<file path="config.mk">
export PLATFORM = sky130hd
export DESIGN_NAME = sha256_message_hasher_flat
export DESIGN_NICKNAME = d
export VERILOG_FILES = /design/src/hdl/sha_pkg.sv /design/src/hdl/sha_stream_if.sv /design/src/hdl/sha_datapath.sv /design/src/hdl/sha_controller.sv /design/src/hdl/sha256_message_hasher.sv /design/src/flat_wrapper.sv
export SDC_FILE = /design/constraint.sdc
export NUM_CORES = 2
export LEC_CHECK = 0
export BUFFER_PORTS_ARGS = -buffer_cell sky130_fd_sc_hd__buf_2
export CAP_MARGIN = 20
export CORE_MARGIN = 2
export CORE_UTILIZATION = 35
export CTS_CLUSTER_SIZE = 20
export DETAILED_ROUTE_END_ITERATION = 8
export PLACE_DENSITY_LB_ADDON = 0.3
export SLEW_MARGIN = 40
export SYNTH_ARGS = -nofsm -noshare
export SYNTH_HDL_FRONTEND = slang
export SYNTH_SLANG_ARGS = --single-unit
export TNS_END_PERCENT = 50
</file>
<file path="constraint.sdc">
create_clock -name clk -period 20.3 [get_ports clk]
set_input_delay 4.06 -clock clk [delete_from_list [all_inputs] [get_ports clk]]
set_output_delay 4.06 -clock clk [all_outputs]
set_load 0.03 [all_outputs]
</file>
<file path="src/hdl/sha_pkg.sv">
package sha_pkg;

  localparam int BlockBytes = 64;
  localparam int LenPos = 56;
  localparam logic [7:0] PadByte = 8'h80;

  typedef struct packed {
    logic [7:0] data_byte;
    logic       byte_valid;
    logic       end_of_message;
  } in_item_t;

  typedef struct packed {
    logic [31:0] digest_word;
    logic [2:0]  word_index;
    logic        last_word;
  } out_item_t;

  typedef struct packed {
    logic       load_word;
    logic [3:0] load_index;
    logic [31:0] load_data;
    logic       init_hash;
    logic       start_round;
    logic       do_round;
    logic [5:0] round_index;
    logic       fold_hash;
    logic [2:0] read_index;
  } dp_cmd_t;

  function automatic logic [31:0] round_k(input logic [5:0] t);
    logic [31:0] k [0:63];
    k = '{
      32'h428a2f98,32'h71374491,32'hb5c0fbcf,32'he9b5dba5,32'h3956c25b,32'h59f111f1,
      32'h923f82a4,32'hab1c5ed5,32'hd807aa98,32'h12835b01,32'h243185be,32'h550c7dc3,
      32'h72be5d74,32'h80deb1fe,32'h9bdc06a7,32'hc19bf174,32'he49b69c1,32'hefbe4786,
      32'h0fc19dc6,32'h240ca1cc,32'h2de92c6f,32'h4a7484aa,32'h5cb0a9dc,32'h76f988da,
      32'h983e5152,32'ha831c66d,32'hb00327c8,32'hbf597fc7,32'hc6e00bf3,32'hd5a79147,
      32'h06ca6351,32'h14292967,32'h27b70a85,32'h2e1b2138,32'h4d2c6dfc,32'h53380d13,
      32'h650a7354,32'h766a0abb,32'h81c2c92e,32'h92722c85,32'ha2bfe8a1,32'ha81a664b,
      32'hc24b8b70,32'hc76c51a3,32'hd192e819,32'hd6990624,32'hf40e3585,32'h106aa070,
      32'h19a4c116,32'h1e376c08,32'h2748774c,32'h34b0bcb5,32'h391c0cb3,32'h4ed8aa4a,
      32'h5b9cca4f,32'h682e6ff3,32'h748f82ee,32'h78a5636f,32'h84c87814,32'h8cc70208,
      32'h90befffa,32'ha4506ceb,32'hbef4a3f7,32'hc67178f2};
    return k[t];
  endfunction

  function automatic logic [31:0] initial_h(input logic [2:0] i);
    logic [31:0] h [0:7];
    h = '{32'h6a09e667,32'hbb67ae85,32'h3c6ef372,32'ha54ff53a,
          32'h510e527f,32'h9b05688c,32'h1f83d9ab,32'h5be0cd19};
    return h[i];
  endfunction

endpackage

</file>
<file path="src/hdl/sha_stream_if.sv">
interface sha_stream_if #(parameter type payload_t = logic);
  logic     valid;
  logic     ready;
  payload_t payload;
  modport source (output valid, output payload, input ready);
  modport sink (input valid, input payload, output ready);
endinterface

</file>
<file path="src/hdl/sha_datapath.sv">
module sha_datapath (
  input  logic            clk,
  input  sha_pkg::dp_cmd_t cmd,
  output logic [31:0]     hash_word
);
  import sha_pkg::*;

  logic [31:0] w [0:15];
  logic [31:0] h [0:7];
  logic [31:0] a, b, c, d, e, f, g, hh;
  logic [31:0] w_t, s0, s1, w_new, big0, big1, ch, maj, t1, t2;

  function automatic logic [31:0] rotr(input logic [31:0] x, input int n);
    return (x >> n) | (x << (32 - n));
  endfunction

  always_comb begin
    s0 = rotr(w[1], 7) ^ rotr(w[1], 18) ^ (w[1] >> 3);
    s1 = rotr(w[14], 17) ^ rotr(w[14], 19) ^ (w[14] >> 10);
    w_new = s1 + w[9] + s0 + w[0];
    w_t = w[0];
    big1 = rotr(e, 6) ^ rotr(e, 11) ^ rotr(e, 25);
    ch = (e & f) ^ (~e & g);
    t1 = hh + big1 + ch + round_k(cmd.round_index) + w_t;
    big0 = rotr(a, 2) ^ rotr(a, 13) ^ rotr(a, 22);
    maj = (a & b) ^ (a & c) ^ (b & c);
    t2 = big0 + maj;
  end

  always_ff @(posedge clk) begin
    if (cmd.load_word) begin
      w[cmd.load_index] <= cmd.load_data;
    end else if (cmd.do_round) begin
      for (int i = 0; i < 15; i++) w[i] <= w[i + 1];
      w[15] <= w_new;
    end
    if (cmd.start_round) begin
      {a, b, c, d, e, f, g, hh} <= {h[0], h[1], h[2], h[3], h[4], h[5], h[6], h[7]};
    end else if (cmd.do_round) begin
      {a, b, c, d} <= {t1 + t2, a, b, c};
      {e, f, g, hh} <= {d + t1, e, f, g};
    end
    if (cmd.init_hash) begin
      for (int i = 0; i < 8; i++) h[i] <= initial_h(3'(i));
    end else if (cmd.fold_hash) begin
      h[0] <= h[0] + a; h[1] <= h[1] + b; h[2] <= h[2] + c; h[3] <= h[3] + d;
      h[4] <= h[4] + e; h[5] <= h[5] + f; h[6] <= h[6] + g; h[7] <= h[7] + hh;
    end
  end

  assign hash_word = h[cmd.read_index];

endmodule

</file>
<file path="src/hdl/sha_controller.sv">
module sha_controller (
  input  logic              clk,
  input  logic              rst,
  sha_stream_if.sink        in_ch,
  sha_stream_if.source      out_ch,
  output sha_pkg::dp_cmd_t  cmd,
  input  logic [31:0]       hash_word
);
  import sha_pkg::*;

  typedef enum logic [2:0] {IDLE, START, ROUNDS, FOLD, PAD, EMIT} state_t;

  state_t      state;
  logic [5:0]  fill_count;
  logic [63:0] message_bits;
  logic [31:0] word_acc;
  logic [5:0]  round;
  logic        finishing;
  logic        pad_placed;
  logic        len_block;
  logic [2:0]  emit_index;
  logic        out_valid;
  logic [31:0] out_word;
  in_item_t    item;
  logic        take;
  logic [31:0] pad_word;
  logic [3:0]  pad_index;

  assign item = in_ch.payload;
  assign in_ch.ready = (state == IDLE) && !out_valid;
  assign take = in_ch.valid && in_ch.ready;
  assign out_ch.valid = out_valid;
  assign out_ch.payload = '{digest_word: out_word, word_index: emit_index,
                            last_word: (emit_index == 3'd7)};

  always_comb begin
    pad_index = fill_count[5:2];
    if (!pad_placed) begin
      case (fill_count[1:0])
        2'd0: pad_word = {PadByte, 24'd0};
        2'd1: pad_word = {word_acc[7:0], PadByte, 16'd0};
        2'd2: pad_word = {word_acc[15:0], PadByte, 8'd0};
        default: pad_word = {word_acc[23:0], PadByte};
      endcase
    end else if (len_block && pad_index == 4'd14) begin
      pad_word = message_bits[63:32];
    end else if (len_block && pad_index == 4'd15) begin
      pad_word = message_bits[31:0];
    end else begin
      pad_word = 32'd0;
    end
  end

  always_comb begin
    cmd = '0;
    cmd.round_index = round;
    cmd.read_index = emit_index;
    cmd.init_hash = rst;
    case (state)
      IDLE: begin
        if (take && item.byte_valid && fill_count[1:0] == 2'd3) begin
          cmd.load_word = 1'b1;
          cmd.load_index = fill_count[5:2];
          cmd.load_data = {word_acc[23:0], item.data_byte};
        end
      end
      PAD: begin
        cmd.load_word = 1'b1;
        cmd.load_index = pad_index;
        cmd.load_data = pad_word;
      end
      START: cmd.start_round = 1'b1;
      ROUNDS: cmd.do_round = 1'b1;
      FOLD: cmd.fold_hash = 1'b1;
      EMIT: cmd.init_hash = rst || (out_ch.ready && out_valid && emit_index == 3'd7);
      default: ;
    endcase
  end

  always_ff @(posedge clk) begin
    if (rst) begin
      state <= IDLE;
      fill_count <= '0;
      message_bits <= '0;
      round <= '0;
      finishing <= 1'b0;
      pad_placed <= 1'b0;
      len_block <= 1'b0;
      emit_index <= '0;
      out_valid <= 1'b0;
    end else begin
      case (state)
        IDLE: begin
          if (take) begin
            finishing <= item.end_of_message;
            if (item.byte_valid) begin
              word_acc <= {word_acc[23:0], item.data_byte};
              fill_count <= fill_count + 6'd1;
              message_bits <= message_bits + 64'd8;
              if (fill_count == 6'd63) state <= START;
              else if (item.end_of_message) state <= PAD;
            end else if (item.end_of_message) begin
              state <= PAD;
            end
            if (item.end_of_message) begin
              pad_placed <= 1'b0;
              len_block <= 1'b0;
            end
          end
        end
        PAD: begin
          pad_placed <= 1'b1;
          if (!pad_placed) len_block <= (fill_count[5:3] != 3'd7);
          if (pad_index == 4'd15) begin
            fill_count <= '0;
            state <= START;
          end else begin
            fill_count <= {pad_index + 4'd1, 2'd0};
          end
        end
        START: state <= ROUNDS;
        ROUNDS: begin
          round <= round + 6'd1;
          if (round == 6'd63) state <= FOLD;
        end
        FOLD: begin
          emit_index <= '0;
          if (!finishing) begin
            state <= IDLE;
          end else if (len_block) begin
            state <= EMIT;
            out_valid <= 1'b1;
          end else begin
            state <= PAD;
            len_block <= pad_placed;
          end
        end
        EMIT: begin
          if (out_ch.ready) begin
            emit_index <= emit_index + 3'd1;
            if (emit_index == 3'd7) begin
              out_valid <= 1'b0;
              state <= IDLE;
              finishing <= 1'b0;
              fill_count <= '0;
              message_bits <= '0;
            end
          end
        end
        default: state <= IDLE;
      endcase
    end
  end

  assign out_word = hash_word;

endmodule

</file>
<file path="src/hdl/sha256_message_hasher.sv">
// Channel | Dir | Payload
// in_ch   | in  | data_byte[8], byte_valid, end_of_message
// out_ch  | out | digest_word[32], word_index[3], last_word
// One byte per cycle while idle; each 64th byte starts the round loop (one round a cycle).
// End of message: one or two padded blocks, each one cycle per word loaded from the pad
// point to word 15 (up to 16) plus the round loop, then eight words.
// Reset rst is synchronous and loads the initial hash values.
// A stall on out_ch holds the current word.
module sha256_message_hasher (
  input logic          clk,
  input logic          rst,
  sha_stream_if.sink   in_ch,
  sha_stream_if.source out_ch
);
  import sha_pkg::*;

  dp_cmd_t     cmd;
  logic [31:0] hash_word;

  sha_controller u_ctrl (.clk, .rst, .in_ch, .out_ch, .cmd, .hash_word);
  sha_datapath   u_dp (.clk, .cmd, .hash_word);

endmodule

</file>
<file path="src/flat_wrapper.sv">
// flat-port wrapper written by rule: the top's interface ports become plain ports
module sha256_message_hasher_flat import sha_pkg::*;
  (clk, rst, in_ch_valid, in_ch_payload, in_ch_ready, out_ch_valid, out_ch_payload, out_ch_ready);
  sha_stream_if #(.payload_t(in_item_t)) in_ch_i ();
  sha_stream_if #(.payload_t(out_item_t)) out_ch_i ();
  input logic clk;
  input logic rst;
  input wire logic [$bits(in_ch_i.valid)-1:0] in_ch_valid;
  input wire logic [$bits(in_ch_i.payload)-1:0] in_ch_payload;
  output wire logic [$bits(in_ch_i.ready)-1:0] in_ch_ready;
  output wire logic [$bits(out_ch_i.valid)-1:0] out_ch_valid;
  output wire logic [$bits(out_ch_i.payload)-1:0] out_ch_payload;
  input wire logic [$bits(out_ch_i.ready)-1:0] out_ch_ready;
  assign in_ch_i.valid = in_ch_valid;
  assign in_ch_i.payload = in_ch_payload;
  assign in_ch_ready = in_ch_i.ready;
  assign out_ch_valid = out_ch_i.valid;
  assign out_ch_payload = out_ch_i.payload;
  assign out_ch_i.ready = out_ch_ready;
  sha256_message_hasher u_core (.clk(clk), .rst(rst), .in_ch(in_ch_i), .out_ch(out_ch_i));
endmodule
</file>
Yosys cells after proc, flatten, opt, wreduce, memory -nomap -nowiden

Memories as Yosys holds them, arrays and structs flattened. A register that Yosys moved wholly into a read port is not among the register bits.
Cells that the tools add are included.
W data, S select, Z words.

Bits in registers: 366
Latch bits: 0
RAM bits: 768
Memory bits (read-only): 2048
Bits of input ports: 14
Output and inout port bits: 38
Logic and storage cells: 223
Memories kept: 3

Memory list:

| name             | depth | width | read ports | clocked after Yosys merged registers in | write ports | RTL line          | source |
|---|---|---|---|---|---|---|---|
| (name not given) | 64    | 32    | 1          | 0                                       | 0           | sha_pkg.sv:45     | `return k[t];` |
| u_core.u_dp.w    | 16    | 32    | 16         | 0                                       | 16          | sha_datapath.sv:8 | `logic [31:0] w [0:15];` |
| u_core.u_dp.h    | 8     | 32    | 9          | 1                                       | 8           | sha_datapath.sv:9 | `logic [31:0] h [0:7];` |

$add $sub $neg: 23
$mul: 0
Divide/modulo/power cells: 0
Magnitude comparators: 1
Equal/unequal tests: 24
Shift-type cells: 0
Multiplexer cells: 89
Bitwise gates (word level): 37
Reduce and logical (&&, ||, !) cells: 28

Operator list:

| kind                    | count |
|---|---|
| $mux W32                | 30 |
| $add A32 B32 Y32        | 18 |
| $xor A32 B32 Y32        | 9 |
| $mux W64                | 4 |
| $and A32 B32 Y32        | 5 |
| $pmux W64 S2            | 1 |
| $pmux W32 S3            | 1 |
| $pmux W37 S2            | 1 |
| $add A64 B4 Y64 const B | 1 |
| $mux W37                | 1 |
| $mux W3                 | 12 |
| $not A32 Y32            | 1 |
| $or A10 B32 Y32         | 1 |
| $or A13 B32 Y32         | 1 |
| $or A14 B32 Y32         | 1 |
| $or A15 B32 Y32         | 1 |
| $or A19 B32 Y32         | 1 |
| $or A21 B32 Y32         | 1 |
| $or A25 B32 Y32         | 1 |
| $or A26 B32 Y32         | 1 |
| $or A30 B32 Y32         | 1 |
| $or A7 B32 Y32          | 1 |
| $reduce_or A32 Y1       | 1 |
| $xor A32 B22 Y32        | 1 |
| 36 further kinds        | 106 |

Logic depth before layout (Yosys ltp)

Word-level depth: 11
Depth in mapped cells: 39
Depth with buffers taken out: 37

By module

Synthesis repeated with hierarchy kept, for this count alone.

Cells, all modules: 7000
Area, all modules: 76086.7 µm²

Modules (own cells, without submodules):

| module         | instances | cells an instance | area each (µm²) | seq. area each (µm²) |
|---|---|---|---|---|
| sha_datapath   | 1         | 6109              | 69072.5         | 30749.5 |
| sha_controller | 1         | 891               | 7014.2          | 2382.3 |

Worst setup path before layout

Ideal clock, no wire load.

Path kind: in2reg
Start: in out_ch_ready
End: mem u_core.u_dp.h[0][0], enable pin
Library setup time: 1.962 ns
Data arrival time: 9.317 ns
Required time: 18.338 ns
Setup slack: 9.021 ns
Stages on the path: 6
Path buffers: 2
Cells stage by stage: nand2_1 -> nor2_1 -> a21oi_1 -> clkbuf_1 -> clkbuf_1 -> nand2_1

RTL lines:

| item        | RTL line           | source |
|---|---|---|
| from (decl) | flat_wrapper.sv:13 | `input wire logic [$bits(out_ch_i.ready)-1:0] out_ch_ready;` |
| to (decl)   | sha_datapath.sv:9  |  |

Worst setup path in the final report

Start: reg u_core.u_ctrl.round[1]
End: reg u_core.u_dp.a[28], data pin

Longest elaborated chain between the ends: 9

RTL lines:

| item                                         | RTL line              | source |
|---|---|---|
| from (decl)                                  | sha_controller.sv:17  | `logic [5:0] round;` |
| from (signal assigned)                       | sha_controller.sv:123 | `round <= round + 6'd1;` |
| $not A6 Y7 (not written as such)             | sha_pkg.sv:45         |  |
| $mem_v2 Z64 W32                              | n/a                   |  |
| $mux W32 (not written as such) (2 in series) | sha_pkg.sv:45         |  |
| $add A32 B32 Y32 (2 in series)               | sha_datapath.sv:24    | `t1 = hh + big1 + ch + round_k(cmd.round_index) + w_t;` |
| $add A32 B32 Y32                             | sha_datapath.sv:40    | `{a, b, c, d} <= {t1 + t2, a, b, c};` |
| $mux W32                                     | sha_datapath.sv:39    | `end else if (cmd.do_round) begin` |
| $mux W32                                     | sha_datapath.sv:37    | `if (cmd.start_round) begin` |
| to (signal assigned)                         | sha_datapath.sv:38    | `{a, b, c, d, e, f, g, hh} <= {h[0], h[1], h[2], h[3], h[4], h[5], h[6], h[7]};` |
| to (signal assigned)                         | sha_datapath.sv:40    |  |
| to (decl)                                    | sha_datapath.sv:10    | `logic [31:0] a, b, c, d, e, f, g, hh;` |

Every way passes these cells. The select of a mux whose other input is x is not followed.
A chain may end at the register's enable or synchronous reset.

==> reports/metrics.cfg <==
[sta]
tns_ps=0
min_period_ps=9380
setup_viol_count_final=0
maxSlewViolCount=0
hold_slack_ps=489
period_share=0.462
finClkSkew_ps=40.1
worst_pin_slew_ps=962
slew_headroom=0.350
rsz0062_at_grt=false
finalHoldViolations=0
fmax_mhz=107

[floorplanning]
fp.dieW_um=464
coreArea_mm2=0.210
num_rows=168
dieArea_mm2=0.215
ios=52
fp.dieH_um=464
initial_core_util=0.353

[critical_path]
cp_max_fo=17
worst-setup-path-type=flop to flop
startpoint=u_core.u_ctrl.round[1]
critPathLaunchType=flop
r2r_start=u_core.u_ctrl.round[1]
required_ps=20790
setup.worst_path.end_class=flop
max_stage_delay_ps=740
crit_slowest_cell=ha_1
reg2reg_setup_slack_ps=10920
cp_common_cell=a21oi_1
arrival_ps=9870

[clock_network]
cts_tree=yes
postCtsSetupBuffers=0
clk_pin_slew_ps=70
postCtsHoldBufs=0
cts.repair.resized=0
clock_path_buffers=3
clkLatencyLatePin_ps=800
cts_sinks=1134
root_buffer=clkbuf_16
numCtsBuffers=131
htree_levels=4

[logic_synthesis]
synthFlopType=edfxtp_1
synth_area_mm2=0.0741
yosys.area.top_type=edfxtp_1
synth_fp_nets=7680
synth_most_common_cell=edfxtp_1
synth_seq_cells=1134
syn_area_per_cell_um2=10.5
synth_edf_count=1048
yosysSeqAreaShare=0.448
async_flop_share=0
yosys-top-cells-area=edfxtp_1 (42%), a21o_1 (7.0%), ha_1 (6.7%)
synthTopCellsByCount=edfxtp_1 (1048), nand2_1 (1012), a21o_1 (688)
yosysTopAreaCellShare=0.425
synthCells=7072
ys_warn_count=0
yosysUniqueCellTypes=99

[global_route]
grt_max_degree=123
grt_pass1_wl_um=360000
grt_pass1_vias=53700
grt_antenna_before_repair=10
track_usage=0.222
grt-ovfl-total=0

[route]
vias=55700
ant_nets=0
drtIter0Drc=5199
wire_per_inst_um=24.8
drc_errors=0
routed_wl_um=245000
drtPass1Iterations=6
viasPerCell=5.63

[placed_design]
dp_hpwl_um=181000
portBuffers=51
place.gp.congestion=0.969

[worst_hold_path]
hold_path_class=flop to flop
hp-start=u_core.u_ctrl.message_bits[63]

[finish]
final_core_util=0.390
nets=7592
area_growth_pct=10.5
drive_gt1_frac=0.0800

[run]
drv_cap=0

[run_status]
status=complete, no violations

layout by cell type (no fill, tap or decap), types with 52 or more instances in the layout:
master / instances
xnor2_1: 412
dfxtp_1: 79
nor2_1: 436
nand2b_1: 67
fa_1: 195
a21o_1: 688
buf_2: 52
buf_4: 83
edfxtp_1: 1048
nand3_1: 90
a21oi_1: 400
clkbuf_16: 133
nor3_1: 82
nand2_1: 1005
xor2_1: 204
mux4_2: 70
a31oi_1: 53
mux2_2: 60
nor2b_1: 59
o21ai_0: 301
ha_1: 399
inv_1: 287
worst max-delay path, delay by kind of cell (launching register included):
| family | cells | cell delay [ps] |
|---|---|---|
| AOI/OAI and AO/OA | 17 | 3670 |
| DFF | 1 | 330 |
| xor gates and xnor gates | 2 | 390 |
| buffers and inverters | 5 | 630 |
| adders and majority gates | 7 | 3070 |
| and+or+nand+nor | 3 | 1000 |
final timing paths:
| kind | to | depth (start not counted) |
|---|---|---|
| max | u_core.u_dp.a[28] | 34 |
| min | u_core.u_ctrl.message_bits[63] | 2 |
| max reg2reg | u_core.u_dp.a[28] | 34 |
| min reg2reg | u_core.u_ctrl.message_bits[63] | 2 |
cells by family after synthesis:
group                    share of synthesized area
buffers and inverters                       0.0340
adder cells (fa/ha/maj)                      0.123
AO/OA/AOI/OAI                                0.173
AND/OR/NAND/NOR                              0.117
XOR/XNOR                                    0.0728
multiplexers                                0.0324
flip-flops                                   0.448
final cells by class:
cell class,count,area (µm²)
Fill cell,20400,128000
Clock buffer,174,3530
Multi-Input combinational cell,5273,38700
Tap cell,2805,3510
Sequential cell,1134,33200
Antenna cell,7,17.5
Clock inverter,54,696
Timing Repair Buffer,154,1140
Inverter,290,1090
per-layer routing:
metal | track usage | share of wire | routed length [µm] | up-vias
met5 | 0 | 0.000053 | 13 | -
met4 | 0.0847 | 0.039 | 9440 | 2
met3 | 0.0256 | 0.057 | 13900 | 355
met2 | 0.360 | 0.47 | 115000 | 1858
met1 | 0.303 | 0.43 | 106000 | 28200
li1 | - | - | - | 25300
state kept, by name, summed over array words and instances, names as in the netlist, 3 cells and up, named ones only:
signal                      cells
u_core.u_dp.w                 512
u_core.u_ctrl.emit_index        3
u_core.u_ctrl.state             3
u_core.u_dp.d                  32
u_core.u_dp.h                 256
u_core.u_dp.g                  32
u_core.u_dp.b                  32
u_core.u_ctrl.message_bits     61
u_core.u_dp.c                  32
u_core.u_dp.hh                 32
u_core.u_ctrl.word_acc         24
u_core.u_dp.e                  32
u_core.u_dp.a                  32
u_core.u_dp.f                  32
u_core.u_ctrl.fill_count        6
u_core.u_ctrl.round             6
per-stage QoR:
stage,std cells,area [µm²],setup slack (ps)
final,9891,81900,10920
after CTS,9880,81800,10940
after floorplan,7072,74100,9020
after global placement,9649,77400,10920
after detailed placement,9652,77600,11000
after global routing,9885,81900,10250
Power is left out: the tool's default activity adds up to more than one toggle a clock period on the data nets, which glitch-free logic cannot reach.
